**config.mk**
```make
export PLATFORM = sky130hd
export DESIGN_NAME = two_class_pattern_window_matcher_core
export DESIGN_NICKNAME = d
export VERILOG_FILES = /design/src/design/pmw_pkg.sv /design/src/design/pmw_map.sv /design/src/design/pmw_cell.sv /design/src/design/two_class_pattern_window_matcher_core.sv
export SDC_FILE = /design/constraint.sdc
export NUM_CORES = 1
export LEC_CHECK = 0
export BUFFER_PORTS_ARGS = -buffer_cell sky130_fd_sc_hd__buf_4
export CORE_AREA = 3 3 176 178
export DETAILED_ROUTE_END_ITERATION = 8
export DIE_AREA = 0 0 179 181
export SKIP_CTS_REPAIR_TIMING = 1
export SLEW_MARGIN = 20
export SYNTH_ARGS = -nofsm -noshare
export SYNTH_HDL_FRONTEND = slang
export SYNTH_SLANG_ARGS = --single-unit
```
**constraint.sdc**
```tcl
create_clock -name i_clk -period 5.65 [get_ports i_clk]
set_clock_uncertainty 0.15 [all_clocks]
set_input_delay 0 -clock i_clk [delete_from_list [all_inputs] [get_ports i_clk]]
set_output_delay 0 -clock i_clk [all_outputs]
set_load 0.01 [all_outputs]
```
**src/design/pmw_pkg.sv**
```systemverilog
// shared types, constants and helpers of the two-class pattern window matcher
// no dependencies; used by pmw_map, pmw_cell and the core
`default_nettype none

package pmw_pkg;

    localparam int POS_BITS   = 24;
    localparam int CODE_BITS  = 4;
    localparam int NUM_CELLS  = 8;
    localparam int NUM_LETTERS = 4;
    localparam int LETTER_BITS = 7;
    localparam int WIN_BITS   = CODE_BITS * NUM_CELLS;
    localparam int START_BITS = 24;

    localparam logic [WIN_BITS-1:0] QUAD_ONES  = 32'h1111_1111;
    localparam logic [WIN_BITS-1:0] QUAD_HIGHS = 32'h8888_8888;

    typedef logic [POS_BITS-1:0]                      t_pos;
    typedef logic [START_BITS-1:0]                    t_start;
    typedef logic [CODE_BITS-1:0]                     t_code;
    typedef logic [WIN_BITS-1:0]                      t_word;
    typedef logic [NUM_LETTERS-1:0][LETTER_BITS-1:0]  t_letters;

    typedef enum logic [2:0] {
        REG_LETTER_ZERO  = 3'd0,
        REG_LETTER_ONE   = 3'd1,
        REG_LETTER_TWO   = 3'd2,
        REG_LETTER_THREE = 3'd3,
        REG_LEFT_PATTERN = 3'd4,
        REG_RIGHT_PATTERN = 3'd5
    } t_reg_idx;

    // masked nibbles a cell hands to the hit check
    typedef struct packed {
        t_code left;
        t_code right;
    } t_cell_tap;

    // ascii lower-case letters fold onto upper case
    function automatic logic [LETTER_BITS-1:0] fold_case(input logic [LETTER_BITS-1:0] c);
        logic [LETTER_BITS-1:0] f;
        f = c;
        if (c >= 7'd97 && c <= 7'd122) begin
            f = c - 7'd32;
        end
        return f;
    endfunction

endpackage

`default_nettype wire

```
**src/design/pmw_map.sv**
```systemverilog
// character to one-hot code mapper
// depends on pmw_pkg for widths and the case fold helper
`default_nettype none

module pmw_map (
    input  wire logic [15:0]        i_char,
    input  wire pmw_pkg::t_letters  i_letters,
    output pmw_pkg::t_code          o_code
);

    logic [pmw_pkg::LETTER_BITS-1:0] w_folded;

    assign w_folded = pmw_pkg::fold_case(i_char[pmw_pkg::LETTER_BITS-1:0]);

    // higher letter index wins when two registers agree
    always_comb begin
        o_code = '0;
        if (i_char[15:pmw_pkg::LETTER_BITS] == '0) begin
            for (int i = 0; i < pmw_pkg::NUM_LETTERS; i++) begin
                if (pmw_pkg::fold_case(i_letters[i]) == w_folded) begin
                    o_code = pmw_pkg::t_code'(1) << i;
                end
            end
        end
    end

endmodule

`default_nettype wire

```
**src/design/pmw_cell.sv**
```systemverilog
// one window cell: holds a code nibble and masks its next value with both patterns
// depends on pmw_pkg for the code and tap types
`default_nettype none

module pmw_cell (
    input  wire logic               i_clk,
    input  wire logic               i_rst_n,
    input  wire logic               i_shift,
    input  wire logic               i_clear,
    input  wire pmw_pkg::t_code     i_code,
    input  wire pmw_pkg::t_code     i_left_nib,
    input  wire pmw_pkg::t_code     i_right_nib,
    output pmw_pkg::t_code          o_code,
    output pmw_pkg::t_cell_tap      o_tap
);

    pmw_pkg::t_code r_code;
    pmw_pkg::t_code n_code;

    assign n_code      = i_clear ? '0 : i_code;
    assign o_tap.left  = n_code & i_left_nib;
    assign o_tap.right = n_code & i_right_nib;
    assign o_code      = r_code;

    always_ff @(posedge i_clk) begin
        if (!i_rst_n) begin
            r_code <= '0;
        end else if (i_shift) begin
            r_code <= n_code;
        end
    end

endmodule

`default_nettype wire

```
**src/design/two_class_pattern_window_matcher_core.sv**
```systemverilog
// a result is registered and presented in the cycle after its input transaction is accepted
// throughput: one character per cycle unless the result stalls; the eight-cell shift
//   chain and the hit check on the shifted window settle within the accepting cycle
// a result register decouples the sides; input stays ready while it is empty or taken
// reset (synchronous, active low) clears the window, the position, the result
//   register valid and loads letters A..D with both patterns zero
`default_nettype none

module two_class_pattern_window_matcher_core (
    input  wire logic        i_clk,
    input  wire logic        i_rst_n,
    // input stream
    input  wire logic        i_s_tvalid,
    output logic             o_s_tready,
    input  wire logic [39:0] i_s_tdata,   // [15:0] char_code, [39:16] start_offset
    input  wire logic        i_s_tuser,   // [0] restart
    // result stream
    output logic             o_m_tvalid,
    input  wire logic        i_m_tready,
    output logic [23:0]      o_m_tdata,   // [23:0] match_start
    output logic             o_m_tuser,   // [0] matched
    // configuration writes
    input  wire logic        i_cfg_valid,
    output logic             o_cfg_ready,
    input  wire logic [2:0]  i_cfg_addr,
    input  wire logic [31:0] i_cfg_data
);

    pmw_pkg::t_letters r_letters;
    pmw_pkg::t_word    r_left;
    pmw_pkg::t_word    r_right;
    pmw_pkg::t_pos     r_next_pos;
    logic              r_out_valid;
    logic              r_matched;
    pmw_pkg::t_start   r_start;

    logic              w_accept;
    logic              w_restart;
    pmw_pkg::t_pos     w_pos;
    pmw_pkg::t_code    w_new_code;
    pmw_pkg::t_code    w_cell_code [pmw_pkg::NUM_CELLS];
    pmw_pkg::t_cell_tap w_tap      [pmw_pkg::NUM_CELLS];
    pmw_pkg::t_word    w_left_word;
    pmw_pkg::t_word    w_right_word;
    pmw_pkg::t_word    w_window;
    logic              w_hit;

    assign o_cfg_ready = 1'b1;
    assign o_s_tready  = !r_out_valid || i_m_tready;
    assign w_accept    = i_s_tvalid && o_s_tready;
    assign w_restart   = i_s_tuser;

    always_ff @(posedge i_clk) begin
        if (!i_rst_n) begin
            r_letters[0] <= 7'd65;
            r_letters[1] <= 7'd66;
            r_letters[2] <= 7'd67;
            r_letters[3] <= 7'd68;
            r_left       <= '0;
            r_right      <= '0;
        end else if (i_cfg_valid) begin
            case (i_cfg_addr)
                pmw_pkg::REG_LETTER_ZERO:   r_letters[0] <= i_cfg_data[6:0];
                pmw_pkg::REG_LETTER_ONE:    r_letters[1] <= i_cfg_data[6:0];
                pmw_pkg::REG_LETTER_TWO:    r_letters[2] <= i_cfg_data[6:0];
                pmw_pkg::REG_LETTER_THREE:  r_letters[3] <= i_cfg_data[6:0];
                pmw_pkg::REG_LEFT_PATTERN:  r_left       <= i_cfg_data;
                pmw_pkg::REG_RIGHT_PATTERN: r_right      <= i_cfg_data;
                default: ;
            endcase
        end
    end

    pmw_map u_map (
        .i_char    (i_s_tdata[15:0]),
        .i_letters (r_letters),
        .o_code    (w_new_code)
    );

    // cell 0 takes the new code, cell k takes cell k-1; restart clears the rest
    for (genvar k = 0; k < pmw_pkg::NUM_CELLS; k++) begin : g_cell
        pmw_pkg::t_code w_in;
        logic           w_clr;
        if (k == 0) begin : g_head
            assign w_in  = w_new_code;
            assign w_clr = 1'b0;
        end else begin : g_body
            assign w_in  = w_cell_code[k-1];
            assign w_clr = w_restart;
        end
        pmw_cell u_cell (
            .i_clk       (i_clk),
            .i_rst_n     (i_rst_n),
            .i_shift     (w_accept),
            .i_clear     (w_clr),
            .i_code      (w_in),
            .i_left_nib  (r_left[k*pmw_pkg::CODE_BITS +: pmw_pkg::CODE_BITS]),
            .i_right_nib (r_right[k*pmw_pkg::CODE_BITS +: pmw_pkg::CODE_BITS]),
            .o_code      (w_cell_code[k]),
            .o_tap       (w_tap[k])
        );
        assign w_left_word[k*pmw_pkg::CODE_BITS +: pmw_pkg::CODE_BITS]  = w_tap[k].left;
        assign w_right_word[k*pmw_pkg::CODE_BITS +: pmw_pkg::CODE_BITS] = w_tap[k].right;
        assign w_window[k*pmw_pkg::CODE_BITS +: pmw_pkg::CODE_BITS]     = w_cell_code[k];
    end

    // borrow-through subtract: no high bit set means every nibble was nonzero
    assign w_hit = (((w_left_word - pmw_pkg::QUAD_ONES) & pmw_pkg::QUAD_HIGHS) == '0) ||
                   (((w_right_word - pmw_pkg::QUAD_ONES) & pmw_pkg::QUAD_HIGHS) == '0);

    assign w_pos = w_restart ? pmw_pkg::t_pos'(i_s_tdata[39:16]) : r_next_pos;

    always_ff @(posedge i_clk) begin
        if (!i_rst_n) begin
            r_next_pos  <= '0;
            r_out_valid <= 1'b0;
        end else begin
            if (w_accept) begin
                r_next_pos  <= w_pos + pmw_pkg::t_pos'(1);
                r_out_valid <= 1'b1;
            end else if (i_m_tready) begin
                r_out_valid <= 1'b0;
            end
        end
    end

    always_ff @(posedge i_clk) begin
        if (w_accept) begin
            r_matched <= w_hit;
            r_start   <= w_hit ? pmw_pkg::t_start'(w_pos - pmw_pkg::t_pos'(7)) : '0;
        end
    end

    assign o_m_tvalid = r_out_valid;
    assign o_m_tuser  = r_matched;
    assign o_m_tdata  = r_start;

    // a pending match always reflects a window with every nibble filled
    a_match_full_window: assert property (@(posedge i_clk) disable iff (!i_rst_n)
        (r_out_valid && r_matched) |->
            (w_window[3:0] != '0 && w_window[7:4] != '0 && w_window[11:8] != '0 &&
             w_window[15:12] != '0 && w_window[19:16] != '0 && w_window[23:20] != '0 &&
             w_window[27:24] != '0 && w_window[31:28] != '0))
        else $error("match reported with an empty window nibble");

    a_code_onehot: assert property (@(posedge i_clk) disable iff (!i_rst_n)
        $onehot0(w_new_code))
        else $error("character code is not one-hot");

    a_nomatch_zero: assert property (@(posedge i_clk) disable iff (!i_rst_n)
        (r_out_valid && !r_matched) |-> (r_start == '0))
        else $error("match_start nonzero without a match");

    a_reset_empty: assert property (@(posedge i_clk)
        !i_rst_n |=> !r_out_valid)
        else $error("result valid right after reset");

endmodule

`default_nettype wire

```
Word level (Yosys, flattened, before mapping)
Cells that the tools add are included.

storage, ports and cells
  register bits after elaboration = 170
  bits of input ports = 81
  output and inout port bits = 28

cells by class
  multiplexer cells = 24
  eq/ne operators = 9
  magnitude comparators = 10
  reductions and logical operators = 20
  add/subtract/negate cells = 9
  bitwise operators = 16

operators with widths
  cell                      number
  $and A4 B4 Y4             16
  $logic_not A32 Y1         2
  $sub A32 B29 Y32 const B  2
  $mux W7                   9
  $mux W4                   9
  $ge A7 B7 Y1 const B      5
  $le A7 B7 Y1 const B      5
  $sub A7 B6 Y7 const B     5
  $eq A7 B7 Y1              4
  $add A24 B1 Y24 const B   1
  $mux W24                  1
  $sub A24 B3 Y24 const B   1
  $reduce_and A2 Y1         6
  $logic_not A9 Y1          1
  $eq A3 B2 Y1 const B      2
  $eq A3 B3 Y1 const B      2
  $logic_and A1 B1 Y1       6
  $eq A3 B1 Y1 const B      1
  $logic_not A3 Y1          1
  $mux W1                   3
  $mux W3                   1
  $logic_or A1 B1 Y1        2
  $mux W2                   1
  $reduce_bool A2 Y1        1
  $logic_not A1 Y1          1

Logic depth before layout (Yosys ltp)
Gate-level depths: netlist of run 1.

  depth after elaboration = 14
  gate-level depth with buffers = 15
  gate-level depth less buffers = 12

Modules after synthesis
Synthesis of run 1 repeated with hierarchy kept, for this count alone.

second synthesis, totals
  cell total of the unflattened synthesis = 1,308
  area total of the unflattened synthesis = 10,388.7 µm²

by module, submodules not included
  module                                 cells an instance  instances  seq. area each (µm²)  area an instance (µm²)
  two_class_pattern_window_matcher_core  906                1          3,093.0               7,245.7
  pmw_cell                               33                 8          80.1                  266.5
  pmw_map                                138                1          0.0                   1,011.0

Worst setup path after synthesis of run 1
No wires, ideal clock.

  path type = register -> register
  start point = register r_letters[19] (netlist name)
  end point = register r_start[9], in the netlist o_m_tdata[9] (data pin)
  library setup time = 0.139 ns
  stages on the path, launching flop included = 14
  buffers on the path = 1
  path slack = 2.277 ns
  clock period less this slack = 3.373 ns
  data arrival time = 3.083 ns
  path through = dfxtp_1 > ha_1 > or4bb_1 > a2bb2oi_1 > o211ai_1 > o31ai_1 > xnor2_1 > nand3_1 > o21a_1 > a31oi_1 > mux2_1 > o41a_4 > buf_6 > nor2_1

on the way
  cells in the longest elaborated chain, start to end = 12
  elaborated cells on any way between the ends = 17

RTL lines
  what                                          RTL line                                                                                    source
  start: declaration                            two_class_pattern_window_matcher_core.sv:29                                                 pmw_pkg::t_letters r_letters;
  $ge A7 B7 Y1 or $le A7 B7 Y1 (tied branches)  pmw_pkg.sv:43                                                                               if (c >= 7'd97 && c <= 7'd122) begin
  $logic_and A1 B1 Y1                           pmw_pkg.sv:43
  $mux W7 (*)                                   pmw_pkg.sv:43
  $mux W7 (*)                                   pmw_map.sv:18                                                                               if (i_char[15:pmw_pkg::LETTER_BITS] == '0) begin
  $eq A7 B7 Y1 (*)                              pmw_map.sv:20                                                                               if (pmw_pkg::fold_case(i_letters[i]) == w_folded) begin
  $mux W3 (*)                                   pmw_map.sv:20
  $mux W4 (*)                                   pmw_map.sv:20
  $mux W4 (*)                                   pmw_map.sv:18
  $and A4 B4 Y4, on equally long branches       pmw_cell.sv:21, pmw_cell.sv:22
  $sub A32 B29 Y32, on equally long branches    two_class_pattern_window_matcher_core.sv:108, two_class_pattern_window_matcher_core.sv:109
  $logic_not A32 Y1, on equally long branches   two_class_pattern_window_matcher_core.sv:108, two_class_pattern_window_matcher_core.sv:109
  $logic_or A1 B1 Y1 (*)                        two_class_pattern_window_matcher_core.sv:108                                                assign w_hit = (((w_left_word - pmw_pkg::QUAD_ONES) & pmw_pkg::QUAD_HIGHS) == '0) ||
  end signal: assignment                        two_class_pattern_window_matcher_core.sv:130                                                r_start <= w_hit ? pmw_pkg::t_start'(w_pos - pmw_pkg::t_pos'(7)) : '0;
  end: declaration                              two_class_pattern_window_matcher_core.sv:35                                                 pmw_pkg::t_start r_start;

Every way passes the cells marked *; elsewhere a longest branch is shown, timed or not. The select of a mux whose other input is x is not followed.
A chain may end at the register's enable or synchronous reset.

Worst setup path after layout of run 1
  start point = input port i_s_tuser
  end point = register r_start[2], in the netlist o_m_tdata[2] (data pin)

on the way
  cells in the longest elaborated chain, start to end = 5
  elaborated cells on any way between the ends = 28

RTL lines
  what                                         RTL line                                                                                    source
  start: declaration                           two_class_pattern_window_matcher_core.sv:16                                                 input wire logic i_s_tuser,
  $mux W4                                      pmw_cell.sv:20                                                                              assign n_code = i_clear ? '0 : i_code;
  $and A4 B4 Y4, on equally long branches      pmw_cell.sv:21, pmw_cell.sv:22
  $sub A32 B29 Y32, on equally long branches   two_class_pattern_window_matcher_core.sv:108, two_class_pattern_window_matcher_core.sv:109
  $logic_not A32 Y1, on equally long branches  two_class_pattern_window_matcher_core.sv:108, two_class_pattern_window_matcher_core.sv:109
  $logic_or A1 B1 Y1                           two_class_pattern_window_matcher_core.sv:108

Parallel ways exist; a longest one is shown, timed or not.

==> results of run 1 <==
synth_stat cells, types with 6 or more instances:
library cell	number
sky130_fd_sc_hd__nor2b_1	20
sky130_fd_sc_hd__edfxtp_1	25
sky130_fd_sc_hd__a22oi_1	19
sky130_fd_sc_hd__and3_1	32
sky130_fd_sc_hd__nor3_1	22
sky130_fd_sc_hd__inv_1	13
sky130_fd_sc_hd__a21oi_1	142
sky130_fd_sc_hd__nor2_1	95
sky130_fd_sc_hd__ha_1	6
sky130_fd_sc_hd__buf_2	7
sky130_fd_sc_hd__xnor2_1	32
sky130_fd_sc_hd__a31oi_1	16
sky130_fd_sc_hd__nand2_1	261
sky130_fd_sc_hd__nand3_1	27
sky130_fd_sc_hd__o211ai_1	13
sky130_fd_sc_hd__clkbuf_1	51
sky130_fd_sc_hd__mux2_2	6
sky130_fd_sc_hd__mux2i_1	30
sky130_fd_sc_hd__or3_1	13
sky130_fd_sc_hd__nor4_1	8
sky130_fd_sc_hd__nand4_1	8
sky130_fd_sc_hd__and2_1	13
sky130_fd_sc_hd__dfxtp_1	145
sky130_fd_sc_hd__nand2b_1	11
sky130_fd_sc_hd__o21ai_0	30
sky130_fd_sc_hd__xor2_1	27
sky130_fd_sc_hd__nand3b_1	8
metal layers:
layer,track usage (%),routed length [µm]
met5,0,0
met4,4.33,397
met3,2.67,1350
met2,25.2,11900
met1,21.8,12500
stage by stage:
stage / util, % / cell area [µm²] / power [µW]
floorplan: - / 9120 / 1490
global route: 38.0 / 11200 / 2870
detailed placement: 34.5 / 10200 / 1610
CTS: 36.4 / 10800 / 2760
global placement: 34.5 / 10200 / 1610
finish: 38.0 / 11200 / 2760
how the worst min path moves through the flow:
stage	start	end	cells after the start
2_1_floorplan	i_cfg_data[0]	r_letters[14]$_SDFFE_PN1P_	2
3_3_place_gp	i_s_tvalid	o_m_tvalid$_SDFFE_PN0P_	3
3_5_place_dp	i_s_tvalid	o_m_tvalid$_SDFFE_PN0P_	3
4_1_cts	i_cfg_data[22]	r_left[22]$_SDFFE_PN0P_	3
5_1_grt	i_cfg_addr[2]	r_letters[6]$_SDFFE_PN1P_	5
6_report	i_s_tdata[23]	o_m_tdata[7]$_SDFFCE_PN0P_	4
state kept, by name, summed over array words and instances, names as in the netlist:
signal	count
r_left	32
r_right	32
g_cell.u_cell.o_code	28
r_letters	28
o_m_tdata	24
r_next_pos	24
o_m_tuser	1
o_m_tvalid	1
cells by family after synthesis:
| family | count (synthesis) | synth area share (%) |
|---|---|---|
| simple gates | 542 | 27.4 |
| compound gates | 273 | 18.2 |
| flops | 170 | 40.1 |
| buf+inv | 78 | 3.64 |
| xor+xnor | 59 | 5.67 |
| mux | 37 | 4.16 |
| fa+ha+maj | 6 | 0.823 |
| other cells | 1 | 0.0411 |
worst min-delay path: stages:
cell and delay (ns):
sky130_fd_sc_hd__buf_4 0.09, sky130_fd_sc_hd__mux2i_1 0.13, sky130_fd_sc_hd__xnor2_1 0.16, sky130_fd_sc_hd__nor2_1 0.07
power by group through the flow:
stage	logic, µW	clock network [µW]	registers, µW
final	329	1150	1280
after global routing	365	1220	1280
after CTS	305	1170	1280
after detailed placement	304	0	1310
after global placement	300	0	1310
after floorplan	184	0	1310
final cells by class:
cell class              instances  area, µm²  share of cell area (%)
clock buffers                  22        485                    4.33
clock inverters                10       90.1                   0.803
inverters                      14       53.8                   0.479
multi-input cells             918       5140                    45.8
flip-flops and latches        170       3650                    32.6
well taps                     390        488                    4.35
repair buffers                159       1310                    11.7
==> tab_implementation.tex, run 1 <==
\begin{tabular}{lr}
\hline
Metric & Value \\
\hline
\multicolumn{2}{l}{\textbf{Run status}} \\
Outcome & complete, but fails checks \\
Violations in the final reports & hold timing \\
\multicolumn{2}{l}{\textbf{Routing}} \\
Post-detailed-route count of antenna-violating nets & 0 \\
Wire length per cell after detailed routing & 15.5 µm \\
DRC & 0 \\
Final Routed Wirelength & $\sim$26,000 µm \\
Via/cell ratio & 5.12 \\
Total number of vias & 8,610 \\
Number of design-rule violations left by the first detailed-router iteration & 630 \\
Detailed Routing Iterations Pass 1 & 5 \\
\multicolumn{2}{l}{\textbf{Yosys}} \\
Area fraction of the dominant cell type after synthesis & 31.8\% \\
Count of unique library cells instantiated by Yosys & 70 \\
Cell taking the most area after synthesis & sky130\_fd\_sc\_hd\_\_dfxtp\_1 \\
Yosys warns & 0 \\
Synthesized Nets & 1,253 \\
Share of flip-flops with an asynchronous set or reset & 0\% \\
Part of the Yosys area used for sequential elements & 40.1\% \\
Count of state elements after synthesis & between 150 and 200 \\
Primary flip-flop cell chosen by synthesis mapping & sky130\_fd\_sc\_hd\_\_dfxtp\_1 \\
Total standard cell area after synthesis & 9120 µm² \\
Synth Instances & 1,166 \\
Average footprint of a synthesized cell & 7.82 µm² \\
Top post-synthesis cells by area & sky130\_fd\_sc\_hd\_\_dfxtp\_1 32\%, sky130\_fd\_sc\_hd\_\_nand2\_1 11\%, sky130\_fd\_sc\_hd\_\_edfxtp\_1 8.2\% \\
Number of flops mapped to enable cells by yosys & 25 \\
\multicolumn{2}{l}{\textbf{Power and ir drop}} \\
Share of power burned in registers & a little under half \\
Combinational share of power & 11.9\% \\
Fraction of power consumed by the clock network & 41.7\% \\
Pint & 2060 µW \\
Reported net switching power & 704 µW \\
Switching Fraction & 25.5\% \\
Power density over cell area & 246 nW/µm² \\
Worst ir drop on vdd & just over 0.2 mV \\
Leakage power summed over all cells & 0.00412 µW \\
\multicolumn{2}{l}{\textbf{Timing}} \\
Max Fclk & 0.252 GHz \\
Clock period minus worst slack & 3.96 ns \\
Post-route worst setup slack & 1.69 ns \\
Setup repair after global routing missed its margin & no \\
Worst-case hold slack & -0.0256 ns \\
Sum of negative setup slack & 0 ns \\
Worst slew slack as a fraction of its limit & 29.7\% \\
Hold Vio Cnt, Final & 6 \\
Worst slew pin tran & 1.05 ns \\
Final number of max-transition violations & 0 \\
Tcrit/Tclk final & 70.1\% \\
Count of endpoints failing setup in the final report & 0 \\
\multicolumn{2}{l}{\textbf{Setup path}} \\
Termination of the worst setup path & o\_m\_tdata[2]\$\_SDFFCE\_PN0P\_ \\
Worst Reg2Reg Path Length in Cells & 12 \\
FF-to-FF Start & r\_letters[19]\$\_SDFFE\_PN0P\_ \\
Cells traversed along the worst timing path & buf\_4 -> inv\_1 -> and3\_1 -> o31ai\_1 -> a311oi\_1 -> a2111o\_1 -> a211oi\_1 -> mux2i\_1 -> or4\_1 -> a311o\_1 -> o41a\_4 -> nor3\_1 \\
Data required time at the worst endpoint & 5.78 ns \\
Critical path type & input pin to register \\
R2R Setup Slk & 1.84 ns \\
Standard cell with the maximum stage delay on the critical path & sky130\_fd\_sc\_hd\_\_inv\_1 \\
Setup crit start kind & input pin \\
Reg-to-reg critical path endpoint & o\_m\_tdata[2]\$\_SDFFCE\_PN0P\_ \\
Largest driver fanout on the critical path & 61 \\
Element type at the critical path end & register \\
Delay of the slowest cell on the worst path & 0.58 ns \\
Launching instance or port of the critical path & i\_s\_tuser \\
CP top delay family & compound AO/OA/AOI/OAI gates \\
Depth of the critical timing path with buffers and inverters included & 12 \\
Data arrival time of the critical path & 4.09 ns \\
Total buffers and inverters traversed by the critical path & 2 \\
\multicolumn{2}{l}{\textbf{Cells and area}} \\
Layout overhead on the synthesized area & 23.1\% \\
Commonest non-fill, non-tap cell in the layout & sky130\_fd\_sc\_hd\_\_nand2\_1 \\
Antenna cells & 0 \\
Nets & 1,367 \\
Most frequent cells in the layout & 260 x sky130\_fd\_sc\_hd\_\_nand2\_1, 145 x sky130\_fd\_sc\_hd\_\_dfxtp\_1, 142 x sky130\_fd\_sc\_hd\_\_a21oi\_1 \\
Fraction of final layout cells sized beyond drive strength 1 & 12.9\% \\
Number of standard cells in the layout, taps in and fillers out & 1,683 \\
Fill cell total of the finished layout & roughly 3,000 \\
\multicolumn{2}{l}{\textbf{Flow run}} \\
\# Max-Cap Violations & 0 \\
\multicolumn{2}{l}{\textbf{Place}} \\
IO buf count & about 110 \\
Setup slack at placement & 1.29 ns \\
Routability congestion estimate & 0.865 \\
Estimated wirelength of the detail-placed design & about 18,000 µm \\
Number of placed instances, taps included & 1,605 \\
\multicolumn{2}{l}{\textbf{Clock network}} \\
Clk Latency, worst-skew pair & 0.43 ns \\
\# clock sinks & 170 \\
TritonCTS clock tree & built \\
Number of levels the H-tree was split into & 4 \\
Clock root buffer & sky130\_fd\_sc\_hd\_\_clkbuf\_16 \\
Post-CTS clock slew at the launch and capture registers of the worst setup and hold paths & roughly 0.07 ns \\
Number of CTS-inserted buffers & 17 \\
CTS Buffer Depth & 2 \\
\multicolumn{2}{l}{\textbf{Die}} \\
Initial Util & 30.8\% \\
Die H & $\sim$180 µm \\
Die Width & approximately 180 µm \\
Num ports & 109 \\
Site row count & 63 \\
Die Outline Area & 32,400 µm² \\
Area inside the core boundary & 29,600 µm² \\
\multicolumn{2}{l}{\textbf{Global route}} \\
Largest net degree at the start of global routing & 73 \\
Overall overflow remaining after global route & 0 \\
Wire length of the first global-routing pass & $\sim$40,000 µm \\
Initial antenna violation count & 0 \\
Total global routing track utilization & between 10\% and 20\% \\
Vias in the first global route & 7,865 \\
\multicolumn{2}{l}{\textbf{Worst hold path}} \\
Path class of the lowest-slack min-delay path & input pin to register \\
\hline
\end{tabular}
Power figures use the tool's default switching activity.
==> run 2, diff against run 1 <==
Settings changed: ABC_AREA set to 1, CORE_AREA 3 3 176 178 to 3 3 185 187, DIE_AREA 0 0 179 181 to 0 0 188 190.
Clock period 5.65 ns to 3.7 ns, I/O delays scaled along.
==> run 2 against run 1 <==
Compared with the run above:
- the run still ends with hold timing left
- largest cell class unchanged
- register-to-register slack got worse by 1.5 ns
- first-iteration DRC count rose by 15%
- sequential share of layout area fell by 3.1 points
- critical endpoint is now o_m_tdata[9]$_SDFFCE_PN0P_
- utilization barely moved
- highest routed layer unchanged
- via count rose by 11%
- global-route usage fell by 0.19 points
==> tab_implementation.tex, run 2 <==
\begin{tabular}{lr}
\hline
Metric & Value \\
\hline
\multicolumn{2}{l}{\textbf{Run status}} \\
Outcome & complete, but fails checks \\
Violations in the final reports & hold timing \\
\multicolumn{2}{l}{\textbf{Power and ir drop}} \\
Combinational share of power & 14.4\% (+2.5 points) \\
Power density over cell area & 372 nW/µm² (+51\%) \\
Leakage power summed over all cells & 0.00557 µW (+35\%) \\
Share of power burned in registers & 43.6\% (-2.7 points) \\
Pint & 3250 µW (+58\%) \\
Reported net switching power & 1360 µW (+93\%) \\
Switching Fraction & 29.4\% (+4.0 points) \\
Fraction of power consumed by the clock network & 42.0\% (+0.3 points) \\
Worst ir drop on vdd & 0.345 mV (+68\%) \\
\multicolumn{2}{l}{\textbf{Setup path}} \\
Data required time at the worst endpoint & 3.85 ns (-1.93 ns) \\
Data arrival time of the critical path & 3.49 ns (-0.60 ns) \\
Critical path type & register to register \\
Element type at the critical path end & register \\
Largest driver fanout on the critical path & 12 (-80\%) \\
Setup crit start kind & register \\
\multicolumn{2}{l}{\textbf{Die}} \\
Die Width & 188 µm (+5.0\%) \\
Die H & 190 µm (+5.0\%) \\
Initial Util & 30.9\% (about the same) \\
Area inside the core boundary & 32,600 µm² (+10\%) \\
Site row count & 66 (+4.8\%) \\
Die Outline Area & 35,700 µm² (+10\%) \\
Num ports & 109 (unchanged) \\
\multicolumn{2}{l}{\textbf{Timing}} \\
Setup repair after global routing missed its margin & no \\
Clock period minus worst slack & between 3 and 4 ns \\
Sum of negative setup slack & 0 ns (unchanged) \\
Count of endpoints failing setup in the final report & 0 (unchanged) \\
Worst-case hold slack & -0.0513 ns (-0.0257 ns) \\
Max Fclk & 0.299 GHz \\
Post-route worst setup slack & 0.358 ns (-1.33 ns) \\
Worst slew pin tran & 1.04 ns (-0.0172 ns) \\
Tcrit/Tclk final & 90.3\% \\
Final number of max-transition violations & 0 (unchanged) \\
Hold Vio Cnt, Final & 5 (-1) \\
Worst slew slack as a fraction of its limit & 30.8\% (+1.1 points) \\
\multicolumn{2}{l}{\textbf{Yosys}} \\
Primary flip-flop cell chosen by synthesis mapping & sky130\_fd\_sc\_hd\_\_dfxtp\_1 \\
Average footprint of a synthesized cell & 7.10 µm² (-9.2\%) \\
Synthesized Nets & 1,505 (+20\%) \\
Library cell with the highest instance count after synthesis & sky130\_fd\_sc\_hd\_\_nor2\_1 \\
Top post-synthesis cells by area & sky130\_fd\_sc\_hd\_\_dfxtp\_1 29\%, sky130\_fd\_sc\_hd\_\_nor2\_1 7.5\%, sky130\_fd\_sc\_hd\_\_edfxtp\_1 7.5\% \\
Number of flops mapped to enable cells by yosys & 25 (unchanged) \\
Area fraction of the dominant cell type after synthesis & 28.8\% (-3.0 points) \\
Cell taking the most area after synthesis & sky130\_fd\_sc\_hd\_\_dfxtp\_1 \\
Yosys warns & 0 (unchanged) \\
Count of state elements after synthesis & 170 (unchanged) \\
Total standard cell area after synthesis & 10,100 µm² (+10\%) \\
Part of the Yosys area used for sequential elements & 36.3\% (-3.8 points) \\
Count of unique library cells instantiated by Yosys & 56 (-20\%) \\
Cell types with the highest counts after synthesis & 202 x sky130\_fd\_sc\_hd\_\_nor2\_1, 199 x sky130\_fd\_sc\_hd\_\_nand2\_1, 190 x sky130\_fd\_sc\_hd\_\_inv\_1 \\
Synth Instances & 1,418 (+22\%) \\
Share of flip-flops with an asynchronous set or reset & 0\% (unchanged) \\
\multicolumn{2}{l}{\textbf{Routing}} \\
Final Routed Wirelength & 28,500 µm (+9.4\%) \\
Number of design-rule violations left by the first detailed-router iteration & 726 (+15\%) \\
Total number of vias & 9,553 (+11\%) \\
Via/cell ratio & 4.77 (-6.8\%) \\
Wire length per cell after detailed routing & 14.2 µm (-8.1\%) \\
Detailed route wirelength on metal3 & 1680 µm (+25\%) \\
Post-detailed-route count of antenna-violating nets & 0 (unchanged) \\
Detailed Routing Iterations Pass 1 & 8 (+3) \\
Highest metal used & met4 \\
M1 WL & 13,200 µm (+5.9\%) \\
Total met2 wirelength after detailed routing & 13,200 µm (+11\%) \\
DRC & 0 (unchanged) \\
\multicolumn{2}{l}{\textbf{Clock network}} \\
\# clock sinks & 170 (unchanged) \\
Clk Latency, worst-skew pair & 0.45 ns (+0.02 ns) \\
TritonCTS clock tree & built \\
Clock root buffer & sky130\_fd\_sc\_hd\_\_clkbuf\_16 \\
CTS Buffer Depth & 2 (unchanged) \\
Number of levels the H-tree was split into & 4 (unchanged) \\
Post-CTS clock slew at the launch and capture registers of the worst setup and hold paths & 0.08 ns (about the same) \\
Number of CTS-inserted buffers & 17 (unchanged) \\
\multicolumn{2}{l}{\textbf{Cells and area}} \\
Nets & 1,635 (+20\%) \\
Commonest non-fill, non-tap cell in the layout & sky130\_fd\_sc\_hd\_\_nor2\_1 \\
Fraction of final layout cells sized beyond drive strength 1 & 18.1\% (+5.1 points) \\
Layout overhead on the synthesized area & 23.1\% (about the same) \\
Most frequent cells in the layout & 202 x sky130\_fd\_sc\_hd\_\_nor2\_1, 199 x sky130\_fd\_sc\_hd\_\_nand2\_1, 189 x sky130\_fd\_sc\_hd\_\_inv\_1 \\
Largest regs & r\_left (32), r\_right (32) \\
Antenna cells & 0 (unchanged) \\
\multicolumn{2}{l}{\textbf{Global route}} \\
Wire length of the first global-routing pass & 45,500 µm (+11\%) \\
Initial antenna violation count & 0 (unchanged) \\
Total global routing track utilization & 15.5\% (-0.19 points) \\
Largest net degree at the start of global routing & 119 (+63\%) \\
Overall overflow remaining after global route & 0 (unchanged) \\
Vias in the first global route & 8,873 (+13\%) \\
\multicolumn{2}{l}{\textbf{Place}} \\
Routability congestion estimate & 0.914 (+5.6\%) \\
IO buf count & 107 (unchanged) \\
Estimated wirelength of the detail-placed design & 20,000 µm (+12\%) \\
Setup slack at placement & 0.300 ns (-0.986 ns) \\
\multicolumn{2}{l}{\textbf{Worst hold path}} \\
Path class of the lowest-slack min-delay path & input pin to register \\
\multicolumn{2}{l}{\textbf{Flow run}} \\
\# Max-Cap Violations & 0 (unchanged) \\
\hline
\end{tabular}
==> run 2: cell types whose count changed after synthesis, moves of 31 or more <==
cell and delta:
sky130_fd_sc_hd__a21oi_1 -59, sky130_fd_sc_hd__and3_1 -31, sky130_fd_sc_hd__inv_1 +177, sky130_fd_sc_hd__nand2_1 -62, sky130_fd_sc_hd__nand3_1 +40, sky130_fd_sc_hd__nor2_1 +107, sky130_fd_sc_hd__o21ai_0 +120
==> run 2: layer usage <==
layer	GRT usage (%)	vias up
li1	-	4875
met1	21.0	4375
met2	25.5	271
met3	2.75	32
met4	4.62	0
met5	0	-
==> run 2: area by class of cell <==
class                   count  area, µm²
clock buffers              18        450
fillers                  3398      20200
inverters                 206        777
repair buffers            165       1380
flip-flops and latches    170       3650
clock inverters            14        194
well taps                 442        553
multi-input cells         988       5390
==> run 2: through the flow <==
| stage | utilization [%] | std cells | area (µm²) | hold WS, ns | total power [µW] |
|---|---|---|---|---|---|
| finish | 38.0 | 2003 | 12400 | -0.0513 | 4610 |
| global route | 38.0 | 2003 | 12400 | 0.00192 | 4800 |
| detailed placement | 34.4 | 1922 | 11200 | 0.0876 | 2670 |
| CTS | 36.4 | 1954 | 11900 | -0.385 | 4610 |
| global placement | 34.4 | 1922 | 11200 | 0.0828 | 2660 |
| floorplan | - | 1418 | 10100 | -0.0237 | 2460 |
==> run 2: cells by family (layout without fill, tap and decap cells) <==
family | count (synthesis) | in the layout | synth area share [%]
AND/OR/NAND/NOR | 623 | 625 | 30.9
XOR/XNOR | 52 | 52 | 4.60
adder cells (fa/ha/maj) | 6 | 6 | 0.746
flip-flops | 170 | 170 | 36.3
other | 1 | 1 | 0.0372
multiplexers | 2 | 2 | 0.199
AO/OA/AOI/OAI | 302 | 302 | 16.7
buffers and inverters | 262 | 403 | 10.6
==> run 2: worst paths after layout <==
path                                                 start                    endpoint  slack (ns)  depth (start not counted)
worst max-delay path            r_letters[19]$_SDFFE_PN0P_  o_m_tdata[9]$_SDFFCE_PN0P_        0.36                         21
worst min-delay path                           i_cfg_valid   r_letters[8]$_SDFFE_PN1P_       -0.05                          7
worst max register to register  r_letters[19]$_SDFFE_PN0P_  o_m_tdata[9]$_SDFFCE_PN0P_        0.36                         21
worst min register to register     r_left[22]$_SDFFE_PN0P_     r_left[22]$_SDFFE_PN0P_        0.31                          2
==> run 2: worst max-delay path: stages, from the launching register on <==
cell	delay [ns]
sky130_fd_sc_hd__dfxtp_1	0.38
sky130_fd_sc_hd__ha_1	0.18
sky130_fd_sc_hd__nand3_1	0.08
sky130_fd_sc_hd__nor2_1	0.09
sky130_fd_sc_hd__nand2_1	0.11
sky130_fd_sc_hd__nand3_1	0.14
sky130_fd_sc_hd__nand2_1	0.10
sky130_fd_sc_hd__nand2_1	0.07
sky130_fd_sc_hd__nand2_1	0.08
sky130_fd_sc_hd__nand2_4	0.10
sky130_fd_sc_hd__nor2_8	0.06
sky130_fd_sc_hd__nor2_1	0.19
sky130_fd_sc_hd__nand3_1	0.13
sky130_fd_sc_hd__nand4_2	0.11
sky130_fd_sc_hd__nand2_2	0.08
sky130_fd_sc_hd__o21ai_2	0.15
sky130_fd_sc_hd__inv_1	0.05
sky130_fd_sc_hd__nand2_1	0.05
sky130_fd_sc_hd__nand2_1	0.09
sky130_fd_sc_hd__nor2_4	0.19
sky130_fd_sc_hd__nand3_2	0.37
sky130_fd_sc_hd__a21oi_2	0.25
==> run 2: power groups by stage <==
| stage | registers, µW | clock network, µW | logic (µW) |
|---|---|---|---|
| after floorplan | 2050 | 0 | 411 |
| after global placement | 2050 | 0 | 614 |
| after detailed placement | 2050 | 0 | 622 |
| after CTS | 2010 | 1980 | 627 |
| after global routing | 2020 | 2040 | 746 |
| final | 2010 | 1940 | 664 |
==> run 3, diff against run 2 <==
Settings changed: MAX_ROUTING_LAYER set to met4.
==> run 3 against run 2 <==
Compared with the run above:
- the run still ends with hold timing left
- final cell count unchanged
- register-to-register slack better by 0.02 ns
- utilization unchanged
- critical path depth unchanged
- wire length about the same
- via count about the same
- first-iteration DRC count up 4.4%
- clock power about the same
- critical path type unchanged
- critical endpoint is now o_m_tdata[2]$_SDFFCE_PN0P_
- highest routed layer unchanged
==> tab_implementation.tex, run 3 (synthesis gave the netlist of run 2 again) <==
\begin{tabular}{lr}
\hline
Metric & Value \\
\hline
\multicolumn{2}{l}{\textbf{Run status}} \\
Outcome & complete, but fails checks \\
Violations in the final reports & hold timing \\
\multicolumn{2}{l}{\textbf{Timing}} \\
Worst slew pin tran & 1.04 ns (+0.000146 ns) \\
Hold Vio Cnt, Final & 7 (+2) \\
Worst slew slack as a fraction of its limit & 30.8\% (about the same) \\
Count of endpoints failing setup in the final report & 0 (unchanged) \\
Tcrit/Tclk final & 89.9\% (-0.43 points) \\
Clock period minus worst slack & 3.33 ns (-0.0160 ns) \\
Max Fclk & 0.301 GHz (+0.48\%) \\
Post-route worst setup slack & 0.374 ns (+0.0160 ns) \\
Final number of max-transition violations & 0 (unchanged) \\
Sum of negative setup slack & 0 ns (unchanged) \\
Setup repair after global routing missed its margin & no \\
Worst-case hold slack & -0.0525 ns (-0.00120 ns) \\
\multicolumn{2}{l}{\textbf{Setup path}} \\
Critical path type & register to register \\
Largest driver fanout on the critical path & 12 (unchanged) \\
Depth of the critical timing path with buffers and inverters included & 21 (unchanged) \\
Standard cell with the maximum stage delay on the critical path & sky130\_fd\_sc\_hd\_\_dfxtp\_1 \\
Total buffers and inverters traversed by the critical path & 1 (unchanged) \\
Element type at the critical path end & register \\
Cells traversed along the worst timing path & ha\_1 -> nand3\_1 -> nor2\_1 -> nand2\_1 -> nand3\_1 -> nand2\_1 -> nand2\_1 -> nand2\_1 -> nand2\_4 -> nor2\_8 -> nor2\_1 -> nand3\_1 -> nand4\_2 -> nand2\_2 -> o21ai\_2 -> inv\_1 -> nand2\_1 -> nand2\_1 -> nor2\_4 -> nand3\_2 -> a21oi\_1 \\
Setup crit start kind & register \\
Worst Reg2Reg Path Length in Cells & 21 (unchanged) \\
CP top delay family & simple AND/OR/NAND/NOR gates \\
Dominant cell type by count on the critical path & sky130\_fd\_sc\_hd\_\_nand2\_1 \\
Data required time at the worst endpoint & 3.85 ns (about the same) \\
Delay of the slowest cell on the worst path & 0.38 ns (about the same) \\
Data arrival time of the critical path & 3.48 ns (about the same) \\
\multicolumn{2}{l}{\textbf{Cells and area}} \\
Nets & 1,635 (unchanged) \\
Layout overhead on the synthesized area & 23.1\% (unchanged) \\
Fill cell total of the finished layout & 3,400 (+0.059\%) \\
Antenna cells & 0 (unchanged) \\
Most frequent cells in the layout & 202 x sky130\_fd\_sc\_hd\_\_nor2\_1, 199 x sky130\_fd\_sc\_hd\_\_nand2\_1, 189 x sky130\_fd\_sc\_hd\_\_inv\_1 \\
Commonest non-fill, non-tap cell in the layout & sky130\_fd\_sc\_hd\_\_nor2\_1 \\
Storage element area & 3650 µm² (unchanged) \\
Total non-filler cell area in the finished layout & 12,400 µm² (unchanged) \\
Area used by multi-input combinational logic & 5390 µm² (unchanged) \\
Largest regs & r\_left (32), r\_right (32) \\
Final core utilization & 38.0\% (unchanged) \\
Fraction of final layout cells sized beyond drive strength 1 & 18.1\% (unchanged) \\
\multicolumn{2}{l}{\textbf{Routing}} \\
DRC & 0 (unchanged) \\
Total number of vias & 9,546 (-0.073\%) \\
Detailed Routing Iterations Pass 1 & 6 (-2) \\
Wire length per cell after detailed routing & 14.2 µm (about the same) \\
Via/cell ratio & 4.77 (about the same) \\
Final Routed Wirelength & 28,500 µm (about the same) \\
Total met2 wirelength after detailed routing & 13,100 µm (-0.48\%) \\
Highest metal used & met4 \\
Detailed route wirelength on metal3 & 1660 µm (-1.5\%) \\
Number of design-rule violations left by the first detailed-router iteration & 758 (+4.4\%) \\
Post-detailed-route count of antenna-violating nets & 0 (unchanged) \\
M1 WL & 13,300 µm (+0.49\%) \\
\multicolumn{2}{l}{\textbf{Die}} \\
Site row count & 66 (unchanged) \\
Die Outline Area & 35,700 µm² (unchanged) \\
Die H & 190 µm (unchanged) \\
Area inside the core boundary & 32,600 µm² (unchanged) \\
Initial Util & 30.9\% (unchanged) \\
Num ports & 109 (unchanged) \\
Die Width & 188 µm (unchanged) \\
\multicolumn{2}{l}{\textbf{Global route}} \\
Initial antenna violation count & 0 (unchanged) \\
Wire length of the first global-routing pass & 45,500 µm (about the same) \\
Vias in the first global route & 8,880 (+0.079\%) \\
Total global routing track utilization & 16.0\% (+0.47 points) \\
Overall overflow remaining after global route & 0 (unchanged) \\
Largest net degree at the start of global routing & 119 (unchanged) \\
\multicolumn{2}{l}{\textbf{Place}} \\
IO buf count & 107 (unchanged) \\
Estimated wirelength of the detail-placed design & 20,000 µm (unchanged) \\
Area of placed instances & 11,200 µm² (unchanged) \\
Routability congestion estimate & 0.932 (+2.0\%) \\
Setup slack at placement & 0.300 ns (unchanged) \\
\multicolumn{2}{l}{\textbf{Power and ir drop}} \\
Leakage power summed over all cells & 0.00557 µW (unchanged) \\
Worst ir drop on vdd & 0.346 mV (+0.54\%) \\
Power density over cell area & 372 nW/µm² (about the same) \\
\multicolumn{2}{l}{\textbf{Clock network}} \\
TritonCTS clock tree & built \\
Post-CTS clock slew at the launch and capture registers of the worst setup and hold paths & 0.08 ns (about the same) \\
\# clock sinks & 170 (unchanged) \\
Clock root buffer & sky130\_fd\_sc\_hd\_\_clkbuf\_16 \\
Clk Latency, worst-skew pair & 0.45 ns (about the same) \\
Number of CTS-inserted buffers & 17 (unchanged) \\
CTS Buffer Depth & 2 (unchanged) \\
Number of levels the H-tree was split into & 4 (unchanged) \\
\multicolumn{2}{l}{\textbf{Worst hold path}} \\
Cell count of the worst hold path & 7 (unchanged) \\
Path class of the lowest-slack min-delay path & input pin to register \\
\multicolumn{2}{l}{\textbf{Flow run}} \\
\# Max-Cap Violations & 0 (unchanged) \\
\hline
\end{tabular}
run 3: worst paths after layout:
check,from,to,slack [ns]
setup reg to reg,r_letters[19]$_SDFFE_PN0P_,o_m_tdata[2]$_SDFFCE_PN0P_,0.37
setup / recovery,r_letters[19]$_SDFFE_PN0P_,o_m_tdata[2]$_SDFFCE_PN0P_,0.37
hold / removal,i_cfg_valid,r_letters[8]$_SDFFE_PN1P_,-0.05
hold reg to reg,r_right[25]$_SDFFE_PN0P_,r_right[25]$_SDFFE_PN0P_,0.31
run 3: area by class of cell:
class,instances,share of cell area (%)
inverter,206,6.27
multi-input combinational,988,43.5
clock inverter,14,1.57
timing repair buffer,165,11.1
tap,442,4.46
clock buffer,18,3.63
sequential,170,29.5
run 3: layer usage:
layer  up-vias  track usage (%)
met2       256             25.6
li1       4876                -
met5         -                -
met1      4381             21.0
met4         0             4.59
met3        33             2.65
run 3: where the power goes:
group | internal [µW] | leakage [µW] | switching (µW)
logic | 260 | 0.00382 | 403
clock network | 1030 | 0.000315 | 908
registers | 1960 | 0.00144 | 47.6
total | 3250 | 0.00557 | 1360
run 3: worst min-delay path: cells and delay by family:
family,cells,cell delay [ns]
simple gates,4,0.25
buf+inv,3,0.22
run 3: stage by stage:
| stage | hold slack (ns) | std cells | power (µW) |
|---|---|---|---|
| 2_1_floorplan | -0.0237 | 1418 | 2460 |
| 3_3_place_gp | 0.0828 | 1922 | 2660 |
| 3_5_place_dp | 0.0876 | 1922 | 2670 |
| 4_1_cts | -0.385 | 1954 | 4610 |
| 5_1_grt | 0.00192 | 2003 | 4800 |
| 6_report | -0.0525 | 2003 | 4610 |
